File: config.mk
export PLATFORM = sky130hd
export DESIGN_NAME = frequent_items_counter
export DESIGN_NICKNAME = d
export VERILOG_FILES = /design/src/hdl/fic_pkg.sv /design/src/hdl/frequent_items_counter.sv
export SDC_FILE = /design/constraint.sdc
export NUM_CORES = 2
export LEC_CHECK = 0
export BUFFER_PORTS_ARGS = -buffer_cell sky130_fd_sc_hd__buf_2
export CAP_MARGIN = 25
export CORE_UTILIZATION = 45
export DETAILED_ROUTE_END_ITERATION = 16
export PLACE_DENSITY = 0.71
export REMOVE_ABC_BUFFERS = 1
export SYNTH_ARGS = -nofsm -noshare
export SYNTH_HDL_FRONTEND = slang
export SYNTH_SLANG_ARGS = --single-unit
File: constraint.sdc
create_clock -name clk_i -period 8.82 [get_ports clk_i]
set_clock_uncertainty 0.05 [all_clocks]
set_input_delay 1.764 -clock clk_i [delete_from_list [all_inputs] [get_ports clk_i]]
set_output_delay 1.764 -clock clk_i [all_outputs]
set_load 0.02 [all_outputs]
File: src/hdl/fic_pkg.sv
// ----------------------------------------------------------------------------
// fic_pkg: frequent items counter shared definitions
// Sizes and command codes for the heavy-hitter table.
// ----------------------------------------------------------------------------
package fic_pkg;
  localparam int unsigned Slots = 16;
  localparam int unsigned SlotW = $clog2(Slots);
  localparam int unsigned KeyW = 32;
  localparam int unsigned CntW = 32;
  localparam int unsigned CfgW = 5;
  localparam logic [CntW-1:0] CntMax = '1;
  localparam logic CmdAdd = 1'b0;
  localparam logic CmdEst = 1'b1;

  typedef logic [CntW-1:0] cnt_t;
  typedef logic [KeyW-1:0] key_t;
endpackage

File: src/hdl/frequent_items_counter.sv
// ----------------------------------------------------------------------------
// frequent_items_counter: Misra-Gries frequent items table
// The result strobe (done) follows the scan and any decrement sweep.
// A new request is accepted only when idle; a scan reads the memories
// one slot per cycle, with slot 0 read once more at the start.
// Add on a full table then runs a decrement sweep over the slots.
// Reset clears valid bits, totals; sets limit 16; receiver never stalls.
// ----------------------------------------------------------------------------
module frequent_items_counter (
  input  logic                 clk_i,
  input  logic                 rst_ni,
  input  logic                 start,
  output logic                 busy,
  input  logic                 cfg_we_i,
  input  logic [4:0]           cfg_data_i,
  input  logic                 cmd_i,
  input  logic [31:0]          item_key_i,
  output logic                 done,
  output logic [31:0]          lower_count_o,
  output logic [31:0]          upper_count_o,
  output logic [31:0]          items_seen_o,
  output logic [31:0]          error_total_o
);
  import fic_pkg::*;

  localparam logic [1:0] StIdle = 2'd0;
  localparam logic [1:0] StScan = 2'd1;
  localparam logic [1:0] StDec  = 2'd2;
  localparam logic [1:0] StOut  = 2'd3;

  logic [1:0] state_q, state_d;
  logic [CfgW-1:0] lim_cfg_q;
  logic [Slots-1:0] valid_q;
  cnt_t total_q, err_q, lower_q;
  logic cmd_q;
  key_t key_q;
  logic [SlotW:0] idx_q;
  logic rd_vld_q;
  logic [SlotW-1:0] rd_idx_q;
  logic hit_q;
  logic [SlotW-1:0] hit_idx_q;
  cnt_t hit_cnt_q;

  key_t keys_mem [Slots];
  cnt_t cnt_mem [Slots];
  key_t rd_key_q;
  cnt_t rd_cnt_q;

  logic mem_we;
  logic [SlotW-1:0] wr_idx;
  logic key_we;
  cnt_t wr_cnt;
  logic [SlotW-1:0] rd_addr;

  logic [SlotW:0] limit;
  logic [SlotW:0] held;
  logic free_ok;
  logic [SlotW-1:0] free_idx;

  always_comb begin
    priority if (lim_cfg_q == '0) begin
      limit = (SlotW+1)'(1);
    end else if (32'(lim_cfg_q) > Slots) begin
      limit = (SlotW+1)'(Slots);
    end else begin
      limit = (SlotW+1)'(lim_cfg_q);
    end
  end

  always_comb begin
    held = '0;
    free_ok = 1'b0;
    free_idx = '0;
    for (int i = Slots - 1; i >= 0; i--) begin
      if (!valid_q[i] && (SlotW+1)'(i) < limit) begin
        free_ok = 1'b1;
        free_idx = SlotW'(i);
      end
    end
    for (int i = 0; i < Slots; i++) begin
      held = held + (SlotW+1)'(valid_q[i]);
    end
  end

  assign rd_addr = idx_q[SlotW-1:0];

  always_ff @(posedge clk_i) begin
    rd_key_q <= keys_mem[rd_addr];
    rd_cnt_q <= cnt_mem[rd_addr];
    if (mem_we) begin
      cnt_mem[wr_idx] <= wr_cnt;
    end
    if (key_we) begin
      keys_mem[wr_idx] <= key_q;
    end
  end

  logic scan_last;
  logic rd_match;
  assign scan_last = rd_vld_q && (rd_idx_q == SlotW'(Slots - 1));
  assign rd_match = rd_vld_q && valid_q[rd_idx_q] && (rd_key_q == key_q);

  always_comb begin
    state_d = state_q;
    mem_we = 1'b0;
    key_we = 1'b0;
    wr_idx = rd_idx_q;
    wr_cnt = rd_cnt_q;
    unique case (state_q)
      StIdle: if (start) state_d = StScan;
      StScan: begin
        if (scan_last) begin
          if (cmd_q == CmdAdd) begin
            if (hit_q || rd_match) begin
              state_d = StOut;
              mem_we = 1'b1;
              wr_idx = rd_match ? rd_idx_q : hit_idx_q;
              wr_cnt = rd_match ? rd_cnt_q : hit_cnt_q;
              wr_cnt = (wr_cnt == CntMax) ? CntMax : wr_cnt + 1'b1;
            end else if (held < limit && free_ok) begin
              state_d = StOut;
              mem_we = 1'b1;
              key_we = 1'b1;
              wr_idx = free_idx;
              wr_cnt = cnt_t'(1);
            end else begin
              state_d = StDec;
            end
          end else begin
            state_d = StOut;
          end
        end
      end
      StDec: begin
        if (rd_vld_q && valid_q[rd_idx_q]) begin
          mem_we = 1'b1;
          wr_cnt = rd_cnt_q - 1'b1;
        end
        if (scan_last) state_d = StOut;
      end
      StOut: state_d = StIdle;
      default: state_d = StIdle;
    endcase
  end

  always_ff @(posedge clk_i or negedge rst_ni) begin
    if (!rst_ni) begin
      state_q <= StIdle;
      lim_cfg_q <= CfgW'(16);
      valid_q <= '0;
      total_q <= '0;
      err_q <= '0;
      idx_q <= '0;
      rd_vld_q <= 1'b0;
      hit_q <= 1'b0;
    end else begin
      state_q <= state_d;
      if (cfg_we_i) lim_cfg_q <= cfg_data_i;
      rd_vld_q <= 1'b0;
      if (state_q == StIdle && start) begin
        idx_q <= '0;
        rd_vld_q <= 1'b1;
        hit_q <= 1'b0;
        if (cmd_i == CmdAdd && total_q != CntMax) total_q <= total_q + 1'b1;
      end else if ((state_q == StScan || state_q == StDec) && !scan_last) begin
        rd_vld_q <= 1'b1;
        idx_q <= idx_q + 1'b1;
      end
      if (state_q == StScan && rd_match) hit_q <= 1'b1;
      if (state_q == StScan && scan_last) begin
        idx_q <= '0;
        if (state_d == StDec) begin
          rd_vld_q <= 1'b1;
          if (err_q != CntMax) err_q <= err_q + 1'b1;
        end else if (key_we) begin
          valid_q[free_idx] <= 1'b1;
        end
      end
      if (state_q == StDec && mem_we && rd_cnt_q == cnt_t'(1)) begin
        valid_q[rd_idx_q] <= 1'b0;
      end
    end
  end

  always_ff @(posedge clk_i) begin
    if (state_q == StIdle && start) begin
      cmd_q <= cmd_i;
      key_q <= item_key_i;
    end
    if (rd_vld_q) rd_idx_q <= rd_addr;
    else if (state_q == StIdle) rd_idx_q <= '0;
    if (state_q == StScan && rd_match) begin
      hit_idx_q <= rd_idx_q;
      hit_cnt_q <= rd_cnt_q;
    end
    if (state_q == StScan && scan_last) begin
      lower_q <= '0;
      if (mem_we) lower_q <= wr_cnt;
      else if (cmd_q == CmdEst && rd_match) lower_q <= rd_cnt_q;
      else if (cmd_q == CmdEst && hit_q) lower_q <= hit_cnt_q;
    end
  end

  logic [CntW:0] up_sum;
  assign up_sum = {1'b0, lower_q} + {1'b0, err_q};

  assign busy = (state_q != StIdle);
  assign done = (state_q == StOut);
  assign lower_count_o = lower_q;
  assign upper_count_o = up_sum[CntW] ? CntMax : up_sum[CntW-1:0];
  assign items_seen_o = total_q;
  assign error_total_o = err_q;
endmodule

### Yosys cells after proc, flatten, opt, wreduce, memory -nomap -nowiden

Memory sizes are Yosys's and may differ from the RTL's. A register that Yosys moved wholly into a read port is not among the register bits.
Cells that the tools add are included.

* register bits: 199
* memory bits (writable): 1024
* input port bits: 42
* output and inout port bits: 130
* memories: 2

* $add $sub $neg: 21
* magnitude comparators: 22
* equal/unequal tests: 10
* multiplexer cells: 94
* bitwise operators: 4
* reduce and logical (&&, ||, !) cells: 58

Memories
* cnt_mem: words 16, bits a word 32, read ports 1, clocked after Yosys merged registers in 1, write ports 1, line frequent_items_counter.sv:45 `cnt_t cnt_mem [Slots];`
* keys_mem: words 16, bits a word 32, read ports 1, clocked after Yosys merged registers in 1, write ports 1, line frequent_items_counter.sv:44 `key_t keys_mem [Slots];`

Operators by type and width (count)
* 32-bit 2-to-1 mux: 11
* 32-bit by 1-bit adder with 32-bit output, second input constant: 3
* 4-bit 2-to-1 mux: 24
* 16-bit 2-to-1 mux: 4
* 32-bit != test, second input constant: 2
* 32-bit case mux with 2 select lines: 1
* 5-bit by 1-bit adder with 5-bit output: 11
* 4-bit by 5-bit < comparator with 1-bit output, first input constant: 8
* 1-bit 2-to-1 mux: 40
* 32-bit by 32-bit adder with 33-bit output: 1
* 32-bit by 1-bit equality test with 1-bit output, second input constant: 1
* 32-bit equality test: 1
* 32-bit equality test, second input constant: 1
* 32-bit by 1-bit subtractor with 32-bit output, second input constant: 1
* 1-bit logical AND: 31
* 5-bit 2-to-1 mux: 5
* 3-bit by 5-bit < comparator with 1-bit output, first input constant: 4
* 1-bit zero test: 17
* 16-bit AND: 1
* 16-bit NOT: 1
* 16-bit OR: 1
* 1-bit by 5-bit < comparator with 1-bit output, first input constant: 2
* 2-bit by 5-bit < comparator with 1-bit output, first input constant: 2
* 4-bit by 5-bit < comparator with 1-bit output, second input constant: 2
* other kinds (24): 34

### Logic depth before layout (Yosys ltp)

* word-level depth: 32
* mapped depth: 22
* depth with buffers taken out: 19

### Worst setup path after synthesis

Ideal clock, no wire load.

* path type: reg2reg
* start: register valid_q[0]
* end: memory cnt_mem[4][0] (netlist bit), enable pin
* arrival time: 6.499 ns
* data required time: 8.349 ns
* setup slack: 1.850 ns
* cell stages (with the launch flop): 21
* buffers on the path: 1
* clock period less this slack: 6.970 ns
* cell sequence: dfrtp_1 -> fa_1 -> inv_1 -> fa_1 -> inv_1 -> fa_1 -> fa_1 -> ha_1 -> a21o_1 -> a21oi_1 -> xnor2_1 -> ha_1 -> a31o_2 -> a21oi_1 -> o21ai_0 -> a21o_1 -> buf_2 -> nor4_4 -> nor2_2 -> or3_4 -> nor2_1

* cells in the longest elaborated chain, start to end: 24

RTL lines
* start, declared: line frequent_items_counter.sv:33 `logic [Slots-1:0] valid_q;`
* start signal, assigned: line frequent_items_counter.sv:150 `valid_q <= '0;`
* start signal, assigned by index: line frequent_items_counter.sv:176 `valid_q[free_idx] <= 1'b1;`
* start signal, assigned by index: line frequent_items_counter.sv:180 `valid_q[rd_idx_q] <= 1'b0;`
* 1-bit by 1-bit adder with 2-bit output: line frequent_items_counter.sv:81 `held = held + (SlotW+1)'(valid_q[i]);`
* 2-bit by 1-bit adder with 3-bit output: line frequent_items_counter.sv:81
* 3-bit by 1-bit adder with 4-bit output: line frequent_items_counter.sv:81
* 4-bit by 1-bit adder with 5-bit output: line frequent_items_counter.sv:81
* 5-bit by 1-bit adder with 5-bit output (11 in series): line frequent_items_counter.sv:81
* 5-bit < comparator: line frequent_items_counter.sv:120 `end else if (held < limit && free_ok) begin`
* 1-bit logical AND: line frequent_items_counter.sv:120
* 1-bit 2-to-1 mux: line frequent_items_counter.sv:120
* 1-bit 2-to-1 mux: line frequent_items_counter.sv:114 `if (hit_q || rd_match) begin`
* 1-bit 2-to-1 mux: line frequent_items_counter.sv:113 `if (cmd_q == CmdAdd) begin`
* 1-bit 2-to-1 mux: line frequent_items_counter.sv:112 `if (scan_last) begin`
* 1-bit case mux with 2 select lines: line frequent_items_counter.sv:109 `unique case (state_q)`
* 1-bit 2-to-1 mux: line frequent_items_counter.sv:90 `if (mem_we) begin`
* 1-bit 2-to-1 mux (implied by the code): line frequent_items_counter.sv:91 `cnt_mem[wr_idx] <= wr_cnt;`
* end, declared: line frequent_items_counter.sv:45

Several ways; a longest one is shown, not always the timed one. The select of a mux whose other input is x is not followed.

### Worst setup path in the final report

* start: register valid_q[0]
* end: memory keys_mem[4][15] (netlist bit), enable pin

* cells in the longest elaborated chain, start to end: 24

RTL lines
* 1-bit by 1-bit adder with 2-bit output: line frequent_items_counter.sv:81
* 2-bit by 1-bit adder with 3-bit output: line frequent_items_counter.sv:81
* 3-bit by 1-bit adder with 4-bit output: line frequent_items_counter.sv:81
* 4-bit by 1-bit adder with 5-bit output: line frequent_items_counter.sv:81
* 5-bit by 1-bit adder with 5-bit output (11 in series): line frequent_items_counter.sv:81
* 5-bit < comparator: line frequent_items_counter.sv:120
* 1-bit logical AND: line frequent_items_counter.sv:120
* 1-bit 2-to-1 mux: line frequent_items_counter.sv:120
* 1-bit 2-to-1 mux: line frequent_items_counter.sv:114
* 1-bit 2-to-1 mux: line frequent_items_counter.sv:113
* 1-bit 2-to-1 mux: line frequent_items_counter.sv:112
* 1-bit 2-to-1 mux: line frequent_items_counter.sv:109
* 1-bit 2-to-1 mux: line frequent_items_counter.sv:93 `if (key_we) begin`
* 1-bit 2-to-1 mux (implied by the code): line frequent_items_counter.sv:94 `keys_mem[wr_idx] <= key_q;`
* end, declared: line frequent_items_counter.sv:44

Several ways; a longest one is shown, not always the timed one. The select of a mux whose other input is x is not followed.

==> metrics.md <==
| Metric | Value |
|---|---|
| Status | complete, no violations |
| Min-Delay Endpoint | items_seen_o[20] |
| Clock Tree Root | clkbuf_16 |
| Sequential fraction of the synthesis area | approximately two thirds |
| Final Hold Viols | 0 |
| Worst r2r src | valid_q[0] |
| P&R area growth vs syn | 13.1% |
| Max-slew violation count | 0 |
| Yosys warning total | 0 |
| Largest stage delay on the critical path | 0.86 ns |
| Fillers | ~9,500 |
| Starting Density | 45.6% |
| Remaining DRCs | 0 |
| Hold crit path type | flip-flop to flip-flop |
| Endpoints failing setup | 0 |
| Hold Startpoint | items_seen_o[20] |
| Postcts setup bufs | 0 |
| P_leak | roughly 21 nW |
| Cts bufs inserted | 119 |
| Die Wd | 352 microns |
| Global Route Usage Sum | around a fifth |
| Commonest non-fill, non-tap cells in the layout | 1,129 x edfxtp_1, 321 x mux4_2, 199 x nand2_1 |
| Clk_lat worst skew | 0.75 ns |
| Drt first pass iters | 6 |
| Post-DP Area | 58,100 sq um |
| Vias | 31,100 |
| Highest Signal Layer | met5 |
| Syn Area/Cell | roughly 17 sq um |
| Die ar. | 124,000 sq um |
| Tmin final | a little under 8 ns |
| Placer Congestion | 0.967 |
| Period utilization | 87.2% |
| Footprint of the multi-input gates | 16,800 sq um |
| Synth Area in Compound Gates | 5.27% |
| Setup_tns | 0 ns |
| Largest family of logic cells by synthesized area | multiplexers |
| Post-place setup slack | ~1.3 ns |
| Yosys top cell area share | 61.7% |
| Crit path max fanout | 22 |
| Met2 Routed Length | 62,200 microns |
| Max Clk Rate | 130 MHz |
| Critical-path cell list | fa_1, inv_1, fa_1, inv_1, fa_1, fa_1, ha_1, a21o_1, a21oi_1, xnor2_1, ha_1, a31o_2, a21oi_1, o21ai_0, a21oi_1, o21ai_0, a32o_1, or3_1, nor2_4, buf_4 |
| Most common cell after layout, fill and taps aside | edfxtp_1 |
| Hold depth | 1 |
| Post-Synth XOR/XNOR Area | 2.92% |
| DP Wirelength | between 80,000 and 90,000 microns |
| Vias in the first global route | ~30,000 |
| Met3 WL | around 11,000 microns |
| I/O pins | about 170 |
| Post-cts gate resize count | 0 |
| Grt ovf | 0 |
| Vias per cell | 6.01 |
| Power Density | 276 nW/um^2 |
| CP top delay family | adder cells |
| Reg-to-reg setup timing slack | 1.13 ns |
| Layout cell share with drive strength beyond 1 | roughly a quarter |
| H-tree depth | 3 |
| Worst-path clk slew | 0.07 ns |
| Multiplexer share of the synthesized area | roughly 14% |
| DRT antenna net count | 0 |
| Hold_buf cts | 0 |
| Worst R2R End | keys_mem[4][15] |
| Post-synth top area cell | edfxtp_1 |
| Synthesis-stage register bit count | 1,286 |
| Net count, final | 3,563 |
| Final Instance Area | 62,200 sq um |
| Arrival time worst endpoint | 8.06 ns |
| Die Ht | about 350 microns |
| Initial antenna violation count | 1 |
| WS Path Type | flip-flop to flip-flop |
| Clock Sinks | about 1,300 |
| Detailed Route Iter0 Violations | approximately 4,000 |
| Critical path endpoint category | flip-flop |
| CP required | 9.20 ns |
| RSZ-0062 raised after global routing | false |
| Number of I/O port buffers | between 150 and 200 |
| Final Non-Filler Cells | 5,177 |
| Post-synth EDFFs | 1,129 |
| Simple-gate portion of the synthesized area | 6.24% |
| Least-Margin Pin Slew | 1.01 ns |
| Cell Area, Synth | 55,000 sq um |
| Routed length per placed instance | 25.5 microns |
| Metal-1 WL | around 56,000 microns |
| First-pass GRT wire length | 196,000 microns |
| Main synth FF type | edfxtp_1 |
| Pin count of the biggest net entering global routing | 103 |
| CP bufs+invs | 3 |
| Num rows | 127 |
| Ys async rst share | 7.23% |
| Reg2Reg Depth | 20 |
| Max_slew headroom | 32.8% |
| Max IR drop VDD | 0.232 mV |
| Max Cap Violations | 0 |
| Post-synth cell types | 95 |
| Startpoint Class | flip-flop |
| Cell mode on critical path | fa_1 |
| Area contributors post-synth | edfxtp_1 62%, mux4_2 13%, dfrtp_1 4.2% |
| Post-route setup slack | approximately 1.1 ns |
| Clock buffer depth | 3 |
| CP max stage cell | nor2_4 |
| Inst Count DP | about 5,000 |
| Drt total wl | 132,000 microns |
| Synth Instances | approximately 3,300 |
| Seq. cell area | 37,500 sq um |
| TritonCTS clock tree | built |
| Adder-cell share of the synthesized area | 1.54% |
| Core area | 121,000 sq um |
[through the flow]
stage	util, %	hold WS, ns	total power [mW]
4_1_cts	51.6	0.439	17.2
5_1_grt	51.6	0.463	17.7
3_3_place_gp	48.2	0.420	11.9
6_report	51.6	0.430	17.2
3_5_place_dp	48.2	0.425	12.0
2_1_floorplan	-	0.422	11.2
[flip-flops by register name, summed over array words and instances (netlist names), 2 cells and up]
name	flops
cnt_mem	512
keys_mem	512
error_total_o	32
hit_cnt_q	32
items_seen_o	32
key_q	32
lower_count_o	32
rd_cnt_q	32
rd_key_q	32
valid_q	16
lim_cfg_q	5
hit_idx_q	4
idx_q	4
rd_idx_q	4
state_q	2
[synthesized netlist by cell type, types with 36 or more instances]
library cell,number
nor3_1,50
clkbuf_1,108
nand3_1,74
dfxtp_1,64
xor2_1,101
ha_1,50
dfrtp_1,92
inv_1,57
a21oi_1,99
xnor2_1,82
edfxtp_1,1129
mux4_2,321
nand2_1,199
nand4_1,36
o21ai_0,104
nor2_1,142
[final cells by class]
class / instances / share of cell area (%)
clock buffer: 160 / 5.24
multi-input combinational: 1735 / 27.0
sequential: 1286 / 60.3
inverter: 59 / 0.356
antenna: 1 / 0.00402
clock inverter: 65 / 1.30
tap: 1612 / 3.24
timing repair buffer: 259 / 2.56
[report_power, final]
group	switching, mW	internal [mW]
clock network	2.28	3.00
logic	2.17	1.56
registers	0.607	7.54
[how the worst max path moves through the flow]
stage,start,end,slack [ns],depth (start not counted)
6_report,valid_q[0],keys_mem[4][15],1.13,20
3_5_place_dp,valid_q[0],keys_mem[4][15],1.25,20
5_1_grt,valid_q[0],keys_mem[4][15],0.87,20
2_1_floorplan,idx_q[0],rd_cnt_q[0],-2.25,2
3_3_place_gp,valid_q[0],keys_mem[4][6],1.34,20
4_1_cts,valid_q[0],keys_mem[4][15],1.18,20
[cell families after synthesis]
| kind of cell | Yosys count |
|---|---|
| mux | 366 |
| xor+xnor | 183 |
| simple gates | 682 |
| fa+ha+maj | 61 |
| compound gates | 443 |
| buf+inv | 233 |
| flops | 1286 |
[routing by layer]
layer | global-route usage, % | vias up
li1 | - | 13400
met3 | 3.23 | 209
met2 | 33.7 | 1541
met5 | 0 | -
met4 | 5.55 | 2
met1 | 30.7 | 16000
Power figures use the tool's default switching activity.
